## config.mk

```make
export PLATFORM = sky130hd
export DESIGN_NAME = char_lcd_4bit_interface_core
export DESIGN_NICKNAME = d
export VERILOG_FILES = /design/src/rtl/lcd4_pkg.sv /design/src/rtl/lcd4_cfg.sv /design/src/rtl/lcd4_seq.sv /design/src/rtl/char_lcd_4bit_interface_core.sv
export SDC_FILE = /design/constraint.sdc
export NUM_CORES = 1
export LEC_CHECK = 0
export BUFFER_PORTS_ARGS = -buffer_cell sky130_fd_sc_hd__buf_2
export CELL_PAD_IN_SITES_DETAIL_PLACEMENT = 2
export CELL_PAD_IN_SITES_GLOBAL_PLACEMENT = 2
export CORE_ASPECT_RATIO = 1.1
export CORE_MARGIN = 3
export CORE_UTILIZATION = 43
export CTS_BUF_LIST = sky130_fd_sc_hd__clkbuf_8
export DETAILED_ROUTE_END_ITERATION = 6
export MAX_ROUTING_LAYER = met4
export PLACE_DENSITY = 0.92
export SLEW_MARGIN = 20
export SYNTH_ARGS = -nofsm -noshare
export SYNTH_HDL_FRONTEND = slang
export SYNTH_SLANG_ARGS = --single-unit
export TNS_END_PERCENT = 20
```

## constraint.sdc

```tcl
create_clock -name clk -period 5.8 [get_ports clk]
set_clock_uncertainty 0.1 [all_clocks]
set_input_delay 1.16 -clock clk [delete_from_list [all_inputs] [get_ports clk]]
set_output_delay 1.16 -clock clk [all_outputs]
set_load 0.1 [all_outputs]
```

## src/rtl/lcd4_pkg.sv

```systemverilog
// shared types, codes and the power-up byte table for the 4-bit character lcd interface
// no dependencies; imported by lcd4_cfg, lcd4_seq and char_lcd_4bit_interface_core
package lcd4_pkg;

    // configuration register indexes
    localparam logic [2:0] REG_ENABLE_TICKS     = 3'd0;
    localparam logic [2:0] REG_SHORT_GAP        = 3'd1;
    localparam logic [2:0] REG_CLEAR_GAP        = 3'd2;
    localparam logic [2:0] REG_POWERUP          = 3'd3;
    localparam logic [2:0] REG_FIRST_RESET_GAP  = 3'd4;
    localparam logic [2:0] REG_LATER_RESET_GAP  = 3'd5;

    localparam int CFG_INDEX_W = 3;
    localparam int CFG_DATA_W  = 20;
    localparam int TICK_W      = 20;

    // register reset values
    localparam logic [9:0]  RST_ENABLE_TICKS    = 10'd10;
    localparam logic [15:0] RST_SHORT_GAP       = 16'd80;
    localparam logic [15:0] RST_CLEAR_GAP       = 16'd4000;
    localparam logic [19:0] RST_POWERUP         = 20'd100000;
    localparam logic [15:0] RST_FIRST_RESET_GAP = 16'd10000;
    localparam logic [15:0] RST_LATER_RESET_GAP = 16'd200;

    // sequencer phase codes
    localparam logic [1:0] PH_WAIT = 2'd0;
    localparam logic [1:0] PH_HIGH = 2'd1;
    localparam logic [1:0] PH_LOW  = 2'd2;
    localparam logic [1:0] PH_IDLE = 2'd3;

    // initialisation steps
    localparam logic [3:0] STEP_POWERUP    = 4'd0;
    localparam logic [3:0] STEP_RESET1     = 4'd1;
    localparam logic [3:0] STEP_RESET2     = 4'd2;
    localparam logic [3:0] STEP_RESET3     = 4'd3;
    localparam logic [3:0] STEP_MODE4      = 4'd4;
    localparam logic [3:0] STEP_FUNC_SET   = 4'd5;
    localparam logic [3:0] STEP_DISP_OFF   = 4'd6;
    localparam logic [3:0] STEP_CLEAR      = 4'd7;
    localparam logic [3:0] STEP_ENTRY_MODE = 4'd8;
    localparam logic [3:0] STEP_DISP_ON    = 4'd9;
    localparam logic [3:0] STEP_DONE       = 4'd10;

    localparam logic [7:0] CMD_CLEAR = 8'h01;

    typedef struct packed {
        logic [9:0]  enable_ticks;
        logic [15:0] short_gap_ticks;
        logic [15:0] clear_gap_ticks;
        logic [19:0] powerup_ticks;
        logic [15:0] first_reset_gap_ticks;
        logic [15:0] later_reset_gap_ticks;
    } lcd4_cfg_t;

    typedef struct packed {
        logic       accepted;
        logic       busy_res;
        logic       enable_line;
        logic       rs_line;
        logic [3:0] bus_nibble;
    } lcd4_res_t;

    // byte sent at each initialisation step
    function automatic logic [7:0] init_byte(input logic [3:0] step);
        logic [7:0] b;
        b = 8'h00;
        case (step)
            STEP_RESET1, STEP_RESET2, STEP_RESET3: b = 8'h30;
            STEP_MODE4:      b = 8'h20;
            STEP_FUNC_SET:   b = 8'h28;
            STEP_DISP_OFF:   b = 8'h08;
            STEP_CLEAR:      b = 8'h01;
            STEP_ENTRY_MODE: b = 8'h06;
            STEP_DISP_ON:    b = 8'h0C;
            default:         b = 8'h00;
        endcase
        return b;
    endfunction

endpackage

```

## src/rtl/lcd4_cfg.sv

```systemverilog
// timing configuration registers of the 4-bit character lcd interface
// depends on lcd4_pkg
module lcd4_cfg
    import lcd4_pkg::*;
(
    input  logic                   clk,
    input  logic                   rst_n,
    input  logic                   cfg_we,
    input  logic [CFG_INDEX_W-1:0] cfg_index,
    input  logic [CFG_DATA_W-1:0]  cfg_data,
    output lcd4_cfg_t              cfg
);

    lcd4_cfg_t cfg_reg;

    // register write, out-of-range indexes ignored
    always_ff @(posedge clk or negedge rst_n)
    begin
        if (!rst_n)
        begin
            cfg_reg.enable_ticks          <= RST_ENABLE_TICKS;
            cfg_reg.short_gap_ticks       <= RST_SHORT_GAP;
            cfg_reg.clear_gap_ticks       <= RST_CLEAR_GAP;
            cfg_reg.powerup_ticks         <= RST_POWERUP;
            cfg_reg.first_reset_gap_ticks <= RST_FIRST_RESET_GAP;
            cfg_reg.later_reset_gap_ticks <= RST_LATER_RESET_GAP;
        end
        else if (cfg_we)
        begin
            unique case (cfg_index)
                REG_ENABLE_TICKS:    cfg_reg.enable_ticks          <= cfg_data[9:0];
                REG_SHORT_GAP:       cfg_reg.short_gap_ticks       <= cfg_data[15:0];
                REG_CLEAR_GAP:       cfg_reg.clear_gap_ticks       <= cfg_data[15:0];
                REG_POWERUP:         cfg_reg.powerup_ticks         <= cfg_data[19:0];
                REG_FIRST_RESET_GAP: cfg_reg.first_reset_gap_ticks <= cfg_data[15:0];
                REG_LATER_RESET_GAP: cfg_reg.later_reset_gap_ticks <= cfg_data[15:0];
                default: ;
            endcase
        end
    end

    assign cfg = cfg_reg;

endmodule

```

## src/rtl/lcd4_seq.sv

```systemverilog
// tick sequencer: power-up sequence, nibble transfers with enable pulses and gaps
// depends on lcd4_pkg; result is taken combinationally from the next state
module lcd4_seq
    import lcd4_pkg::*;
(
    input  logic       clk,
    input  logic       rst_n,
    input  logic       step,
    input  logic       func,
    input  logic [7:0] data_byte,
    input  logic       reg_select,
    input  lcd4_cfg_t  cfg,
    output lcd4_res_t  res
);

    logic [3:0]        init_step_reg, init_step_next;
    logic [1:0]        phase_reg, phase_next;
    logic [TICK_W-1:0] tick_count_reg, tick_count_next;
    logic [7:0]        held_byte_reg, held_byte_next;
    logic              held_rs_reg, held_rs_next;
    logic              low_nibble_reg, low_nibble_next;
    logic              single_reg, single_next;
    logic [3:0]        nibble_reg, nibble_next;
    logic              rs_out_reg, rs_out_next;
    logic              enable_reg, enable_next;

    logic              busy;
    logic              accept;
    logic [15:0]       gap_ticks;
    logic [TICK_W-1:0] wait_limit;
    logic              wait_done;
    logic              enable_done;
    logic [3:0]        step_inc;
    logic              start;
    logic [7:0]        start_byte;
    logic              start_rs;
    logic              start_single;

    assign busy        = (init_step_reg < STEP_DONE) || (phase_reg != PH_IDLE);
    assign accept      = func && !busy;
    assign step_inc    = init_step_reg + 4'd1;
    assign enable_done = tick_count_reg >= {{(TICK_W-10){1'b0}}, cfg.enable_ticks};
    assign wait_done   = tick_count_reg >= wait_limit;

    // gap after the transfer just finished
    always_comb
    begin
        gap_ticks = cfg.short_gap_ticks;
        if (init_step_reg < STEP_DONE)
        begin
            case (init_step_reg) inside
                STEP_RESET1:              gap_ticks = cfg.first_reset_gap_ticks;
                STEP_RESET2, STEP_RESET3: gap_ticks = cfg.later_reset_gap_ticks;
                STEP_CLEAR:               gap_ticks = cfg.clear_gap_ticks;
                default:                  gap_ticks = cfg.short_gap_ticks;
            endcase
        end
        else if (!held_rs_reg && held_byte_reg == CMD_CLEAR)
        begin
            gap_ticks = cfg.clear_gap_ticks;
        end
    end

    assign wait_limit = (init_step_reg == STEP_POWERUP) ? cfg.powerup_ticks
                                                        : {{(TICK_W-16){1'b0}}, gap_ticks};

    // next state for one tick
    always_comb
    begin
        init_step_next  = init_step_reg;
        phase_next      = phase_reg;
        tick_count_next = tick_count_reg;
        held_byte_next  = held_byte_reg;
        held_rs_next    = held_rs_reg;
        low_nibble_next = low_nibble_reg;
        single_next     = single_reg;
        nibble_next     = nibble_reg;
        rs_out_next     = rs_out_reg;
        enable_next     = enable_reg;
        start           = 1'b0;
        start_byte      = data_byte;
        start_rs        = reg_select;
        start_single    = 1'b0;

        if (accept)
        begin
            start = 1'b1;
        end
        else
        begin
            unique case (phase_reg)
                PH_WAIT:
                begin
                    if (wait_done)
                    begin
                        if (init_step_reg < STEP_DONE)
                        begin
                            init_step_next = step_inc;
                        end
                        if (init_step_reg < STEP_DISP_ON)
                        begin
                            start        = 1'b1;
                            start_byte   = init_byte(step_inc);
                            start_rs     = 1'b0;
                            start_single = (step_inc <= STEP_MODE4);
                        end
                        else
                        begin
                            phase_next = PH_IDLE;
                        end
                    end
                    else
                    begin
                        tick_count_next = tick_count_reg + 1'b1;
                    end
                end
                PH_HIGH:
                begin
                    if (enable_done)
                    begin
                        enable_next     = 1'b0;
                        phase_next      = PH_LOW;
                        tick_count_next = {{(TICK_W-1){1'b0}}, 1'b1};
                    end
                    else
                    begin
                        tick_count_next = tick_count_reg + 1'b1;
                    end
                end
                PH_LOW:
                begin
                    if (enable_done)
                    begin
                        if (!single_reg && !low_nibble_reg)
                        begin
                            low_nibble_next = 1'b1;
                            nibble_next     = held_byte_reg[3:0];
                            enable_next     = 1'b1;
                            phase_next      = PH_HIGH;
                        end
                        else
                        begin
                            phase_next = PH_WAIT;
                        end
                        tick_count_next = {{(TICK_W-1){1'b0}}, 1'b1};
                    end
                    else
                    begin
                        tick_count_next = tick_count_reg + 1'b1;
                    end
                end
                PH_IDLE: ;
                default: ;
            endcase
        end

        // begin a transfer with the high nibble
        if (start)
        begin
            held_byte_next  = start_byte;
            held_rs_next    = start_rs;
            single_next     = start_single;
            low_nibble_next = 1'b0;
            nibble_next     = start_byte[7:4];
            rs_out_next     = start_rs;
            enable_next     = 1'b1;
            phase_next      = PH_HIGH;
            tick_count_next = {{(TICK_W-1){1'b0}}, 1'b1};
        end
    end

    // state update on each tick transaction
    always_ff @(posedge clk or negedge rst_n)
    begin
        if (!rst_n)
        begin
            init_step_reg  <= STEP_POWERUP;
            phase_reg      <= PH_WAIT;
            tick_count_reg <= '0;
            held_byte_reg  <= '0;
            held_rs_reg    <= 1'b0;
            low_nibble_reg <= 1'b0;
            single_reg     <= 1'b0;
            nibble_reg     <= '0;
            rs_out_reg     <= 1'b0;
            enable_reg     <= 1'b0;
        end
        else if (step)
        begin
            init_step_reg  <= init_step_next;
            phase_reg      <= phase_next;
            tick_count_reg <= tick_count_next;
            held_byte_reg  <= held_byte_next;
            held_rs_reg    <= held_rs_next;
            low_nibble_reg <= low_nibble_next;
            single_reg     <= single_next;
            nibble_reg     <= nibble_next;
            rs_out_reg     <= rs_out_next;
            enable_reg     <= enable_next;
        end
    end

    // line levels after this tick
    assign res.bus_nibble  = nibble_next;
    assign res.rs_line     = rs_out_next;
    assign res.enable_line = enable_next;
    assign res.busy_res    = (init_step_next < STEP_DONE) || (phase_next != PH_IDLE);
    assign res.accepted    = accept;

endmodule

```

## src/rtl/char_lcd_4bit_interface_core.sv

```systemverilog
// top level of the 4-bit character lcd interface: stream ports, input and result registers
// depends on lcd4_pkg, lcd4_cfg and lcd4_seq
//
// Each input transaction is one timer tick, optionally carrying a write request, and
// produces exactly one result transaction with the lcd line levels after that tick.
// The block takes one tick per clock cycle while the result side does not stall; a tick
// passes through an input register, is applied to the sequencer state and lands in the
// result register, from which its result is offered. Stalls on the result side hold
// the pipeline without losing ticks. After reset the block runs the power-up sequence
// (reset nibbles, 4-bit mode, function set, display off, clear, entry mode, display on)
// counted in ticks; requests made while busy are dropped with accepted low. Timing
// registers should only be written while no ticks are in flight.
module char_lcd_4bit_interface_core
    import lcd4_pkg::*;
(
    input  logic                   clk,
    input  logic                   rst_n,
    input  logic                   s_axis_tvalid,
    output logic                   s_axis_tready,
    input  logic [7:0]             s_axis_tdata,  // data_byte[7:0]
    input  logic [1:0]             s_axis_tuser,  // func[0], reg_select[1]
    output logic                   m_axis_tvalid,
    input  logic                   m_axis_tready,
    output logic [7:0]             m_axis_tdata,  // bus_nibble[3:0], rs_line[4],
                                                  // enable_line[5], busy_res[6], accepted[7]
    input  logic                   cfg_we,
    input  logic [CFG_INDEX_W-1:0] cfg_index,
    input  logic [CFG_DATA_W-1:0]  cfg_data
);

    logic       in_valid_reg;
    logic       in_func_reg;
    logic [7:0] in_byte_reg;
    logic       in_rs_reg;
    logic       out_valid_reg;
    lcd4_res_t  out_res_reg;
    logic       step;
    lcd4_cfg_t  cfg;
    lcd4_res_t  res;

    assign step          = in_valid_reg && (!out_valid_reg || m_axis_tready);
    assign s_axis_tready = !in_valid_reg || step;

    lcd4_cfg u_cfg (
        .clk       (clk),
        .rst_n     (rst_n),
        .cfg_we    (cfg_we),
        .cfg_index (cfg_index),
        .cfg_data  (cfg_data),
        .cfg       (cfg)
    );

    lcd4_seq u_seq (
        .clk        (clk),
        .rst_n      (rst_n),
        .step       (step),
        .func       (in_func_reg),
        .data_byte  (in_byte_reg),
        .reg_select (in_rs_reg),
        .cfg        (cfg),
        .res        (res)
    );

    // input register valid
    always_ff @(posedge clk or negedge rst_n)
    begin
        if (!rst_n)
        begin
            in_valid_reg <= 1'b0;
        end
        else if (s_axis_tready)
        begin
            in_valid_reg <= s_axis_tvalid;
        end
    end

    // input register payload
    always_ff @(posedge clk)
    begin
        if (s_axis_tready && s_axis_tvalid)
        begin
            in_func_reg <= s_axis_tuser[0];
            in_rs_reg   <= s_axis_tuser[1];
            in_byte_reg <= s_axis_tdata;
        end
    end

    // result register valid
    always_ff @(posedge clk or negedge rst_n)
    begin
        if (!rst_n)
        begin
            out_valid_reg <= 1'b0;
        end
        else if (step)
        begin
            out_valid_reg <= 1'b1;
        end
        else if (m_axis_tready)
        begin
            out_valid_reg <= 1'b0;
        end
    end

    // result register payload
    always_ff @(posedge clk)
    begin
        if (step)
        begin
            out_res_reg <= res;
        end
    end

    assign m_axis_tvalid = out_valid_reg;
    assign m_axis_tdata  = {out_res_reg.accepted, out_res_reg.busy_res,
                            out_res_reg.enable_line, out_res_reg.rs_line,
                            out_res_reg.bus_nibble};

`ifndef SYNTHESIS
    // a processed tick always leaves a result behind
    a_step_gives_result: assert property (@(posedge clk) disable iff (!rst_n)
        step |=> out_valid_reg)
        else $error("processed tick produced no result");

    // a taken request starts a transfer with enable high
    a_accept_starts: assert property (@(posedge clk) disable iff (!rst_n)
        step && res.accepted |-> res.enable_line && res.busy_res)
        else $error("accepted request did not start a transfer");

    // input side stalls only while a tick is held
    a_ready_low_held: assert property (@(posedge clk) disable iff (!rst_n)
        !s_axis_tready |-> in_valid_reg && out_valid_reg && !m_axis_tready)
        else $error("input stalled without a held tick");
`endif

endmodule

```

==> results_dict.tcl <==
set metrics [dict create \
    clock_path_buffers 2 \
    timing.hold.worst_path_depth 1 \
    synth_seq_area_share 0.4736 \
    dr.first_iter.drc_count 618 \
    top_cell_types_by_occurrence_after_synthesis "sky130_fd_sc_hd__dfrtp_1 (115), sky130_fd_sc_hd__mux2_2 (91), sky130_fd_sc_hd__nand2_1 (54)" \
    worst-endpoint-required_ns 5.92 \
    ys_ff_latch 157 \
    timing.slew.headroom 0.2565 \
    synth_flop_cell "sky130_fd_sc_hd__dfrtp_1" \
    mapped_cells 774 \
    postSynth.asyncResetShare 0.8854 \
    grt_first_pass_wirelength_mm 48.60 \
    hold_start "u_seq.rs_out_reg" \
    setup_viol 0 \
    largest_reg_flops 94 \
    synth_nets 854 \
    post_synth_instance_area_um2 8549 \
    cts_inserted_buffers 17 \
    post_route_cells_drive_above_1_share 0.2793 \
    antenna_violations_before_repair 0 \
    synth_largest_type_area_fraction 0.3366 \
    n_antenna_cell 0 \
    total_grt_usage 0.3017 \
    worst_r2r_path_depth 17 \
    initial_core_util 0.4430 \
    max-cap-violations 0 \
    synth-adder-area-share 0.06147 \
    drt_drc_violations_left 0 \
    dr_total_vias 6895 \
    final_nets 887 \
    overflow 0 \
    cellLeakagePower_nw 4.239 \
    final_cycle_share 0.9550 \
    timing_hold_violations_final 0 \
    numPortBuffers 47 \
    number_of_synthesized_flops_with_an_enable_pin 18 \
    synth_largest_area_cell "sky130_fd_sc_hd__dfrtp_1" \
    synthXorXnorAreaFrac 0.005122 \
    post_synth.cell_area_avg_um2 11.05 \
    clk_pin_slew_ns 0.10 \
    h-tree-depth 4 \
    critical_path.reg2reg.startpoint "u_seq.init_step_reg[1]" \
    via_count_of_the_first_global_routing_pass 7922 \
    pin_count_of_the_biggest_net_entering_global_routing 87 \
    timing_worst_slew_pin_value_ns 1.114 \
    detail-route-antenna-nets 0 \
    arrival_ns 5.66 \
    timing.setup.tns_ns 0 \
    dpl.hpwl_mm 19.64 \
    flow.area_growth_from_synthesis_pct 10.41 \
    post_drt_via_cell_ratio 6.462 \
    timing.final.crit_period_ns 5.539 \
    ioPinCount 48 \
    worst_skew_pair.late_latency_ns 0.50 \
    post_synth_main_area_contributors "sky130_fd_sc_hd__dfrtp_1 (34%), sky130_fd_sc_hd__mux2_2 (12%), sky130_fd_sc_hd__dfstp_2 (7.4%)" \
    die_h_um 153.9 \
    area_fraction_in_and_or_nand_and_nor_cells_after_synthesis 0.1039 \
    synth_most_common_cell "sky130_fd_sc_hd__dfrtp_1" \
    cts_num_sinks 157 \
    clockRootBuffer "sky130_fd_sc_hd__clkbuf_8" \
    worstHoldEndpoint "u_seq.rs_out_reg" \
    ff2ff_setup_slack_ns 0.26 \
    worst_hold_slack_ns 0.4145 \
    slew_violations 0 \
    grt_setup_unrepaired "no" \
    die_x_um 140.4 \
    path_class "flop to flop" \
    start_kind "flop" \
    ir_drop_mv 0.1742 \
    design.die.area_um2 21610 \
    outcome "completed" \
    drt_pre_antenna_iters 7 \
    tritoncts "built" \
    gp_routability_congestion 0.8988 \
    synth_top_family_by_area "compound AO/OA/AOI/OAI gates" \
    drt-total-wl_mm 30.98 \
    min-delay-path-class "flop to flop" \
    path_max_fanout 20 \
    max_freq_mhz 180.5 \
    synth_compound_gate_area_share 0.1635 \
    ys_warnings 0 \
    core_um2 19300 \
    worst_setup_path_end_kind "flop" \
    netlist-cell-type-count 68 \
    route.detailed.wl_per_inst_um 29.03 \
    power_density_nw_per_um2 356.7 \
    post_synth_mux_area_share 0.1585 \
    finalCoreUtilization 0.4891 \
    standard_cell_rows 53 \
    r2r-end "m_axis_tdata[6]" \
]
## metal layers
layer / wire [um] / share of wire / vias up / track usage
met1: 12330 / 0.40 / 3597 / 0.3472
li1: - / - / 2967 / -
met2: 16030 / 0.52 / 225 / 0.5162
met3: 1233 / 0.040 / 106 / 0.05163
met4: 1385 / 0.045 / 0 / 0.1343
met5: 0 / 0 / - / -
## per-stage QoR
step | setup slack [ns] | instances | area, um^2 | power [mW]
final | 0.2609 | 1067 | 9439 | 3.367
after global routing | 0.06866 | 1067 | 9439 | 3.538
after CTS | 0.1918 | 1067 | 9420 | 3.365
after detailed placement | 0.4538 | 1035 | 9022 | 2.431
after global placement | 0.9047 | 1035 | 9020 | 2.287
after floorplan | 1.483 | 774 | 8549 | 2.099
## worst max-delay path, stage by stage, from the launching register on
cell,delay [ns]
sky130_fd_sc_hd__dfrtp_1,0.58
sky130_fd_sc_hd__ha_2,0.40
sky130_fd_sc_hd__nand2_1,0.20
sky130_fd_sc_hd__or2_4,0.45
sky130_fd_sc_hd__mux2i_1,0.19
sky130_fd_sc_hd__a211oi_1,0.32
sky130_fd_sc_hd__a211oi_1,0.11
sky130_fd_sc_hd__a211oi_1,0.47
sky130_fd_sc_hd__a21oi_1,0.14
sky130_fd_sc_hd__ha_1,0.41
sky130_fd_sc_hd__nand2_1,0.12
sky130_fd_sc_hd__nor4_2,0.31
sky130_fd_sc_hd__nand4_1,0.28
sky130_fd_sc_hd__nor2_2,0.36
sky130_fd_sc_hd__o21ai_1,0.17
sky130_fd_sc_hd__buf_4,0.25
sky130_fd_sc_hd__a221oi_2,0.27
sky130_fd_sc_hd__o211ai_1,0.13
## what timing repair did
action | in CTS | in global routing
setup endpoints to repair | 0 | 17
hold buffers | 0 | 0
setup buffers | 0 | 0
gates resized for setup | 0 | 3
## report_power, final
group	internal [mW]	switching, mW
Sequential	1.34	0.190
Combinational	0.380	0.585
Clock	0.369	0.504
## cell families after synthesis
| logic type | count (synthesis) |
|---|---|
| AO/OA/AOI/OAI | 202 |
| XOR/XNOR | 5 |
| adder cells (fa/ha/maj) | 42 |
| buffers and inverters | 66 |
| flip-flops | 157 |
| multiplexers | 124 |
| AND/OR/NAND/NOR | 178 |
## worst max-delay path by stage
stage                                       from                       end  slack (ns)
after floorplan           u_seq.init_step_reg[1]           m_axis_tdata[6]        1.48
final                     u_seq.init_step_reg[1]           m_axis_tdata[6]        0.26
after detailed placement  u_seq.init_step_reg[0]  u_seq.tick_count_reg[19]        0.45
after global routing      u_seq.init_step_reg[0]  u_seq.tick_count_reg[19]        0.07
after CTS                 u_seq.init_step_reg[0]  u_seq.tick_count_reg[19]        0.19
after global placement    u_seq.init_step_reg[1]  u_seq.tick_count_reg[19]        0.90
## cell usage in the layout, fill, tap and decap left out, types with 4 or more instances in the layout
master | Yosys | layout
sky130_fd_sc_hd__dfrtp_1 | 115 | 115
sky130_fd_sc_hd__mux2_2 | 91 | 91
sky130_fd_sc_hd__nand2_1 | 54 | 54
sky130_fd_sc_hd__a211oi_1 | 49 | 49
sky130_fd_sc_hd__buf_2 | 10 | 46
sky130_fd_sc_hd__ha_1 | 42 | 41
sky130_fd_sc_hd__nor2_1 | 36 | 35
sky130_fd_sc_hd__a21oi_1 | 34 | 34
sky130_fd_sc_hd__mux2i_1 | 33 | 33
sky130_fd_sc_hd__o21ai_0 | 30 | 30
sky130_fd_sc_hd__a31oi_1 | 26 | 26
sky130_fd_sc_hd__dfstp_2 | 24 | 24
sky130_fd_sc_hd__inv_1 | 22 | 22
sky130_fd_sc_hd__nand2b_1 | 20 | 20
sky130_fd_sc_hd__a41oi_1 | 18 | 18
sky130_fd_sc_hd__clkbuf_8 | 0 | 18
sky130_fd_sc_hd__edfxtp_1 | 18 | 18
sky130_fd_sc_hd__and3_1 | 15 | 15
sky130_fd_sc_hd__nand3_1 | 12 | 12
sky130_fd_sc_hd__buf_4 | 2 | 10
sky130_fd_sc_hd__nor3_1 | 9 | 7
sky130_fd_sc_hd__nand4_1 | 6 | 6
sky130_fd_sc_hd__o21ai_1 | 7 | 6
sky130_fd_sc_hd__nor4_1 | 4 | 4
sky130_fd_sc_hd__xnor2_1 | 4 | 4
sky130_fd_sc_hd__o22ai_1 | 4 | 4
sky130_fd_sc_hd__inv_6 | 0 | 4
sky130_fd_sc_hd__clkinv_4 | 0 | 4
sky130_fd_sc_hd__inv_8 | 0 | 4
## area by class of cell
class	instances	area, um^2
clock buffers	18	247.7
clock inverters	14	150.1
fillers	1936	9858
inverters	23	86.33
multi-input cells	551	4280
flip-flops and latches	157	4049
well taps	247	309.0
repair buffers	57	316.6
(Power assumes the default switching activity.)
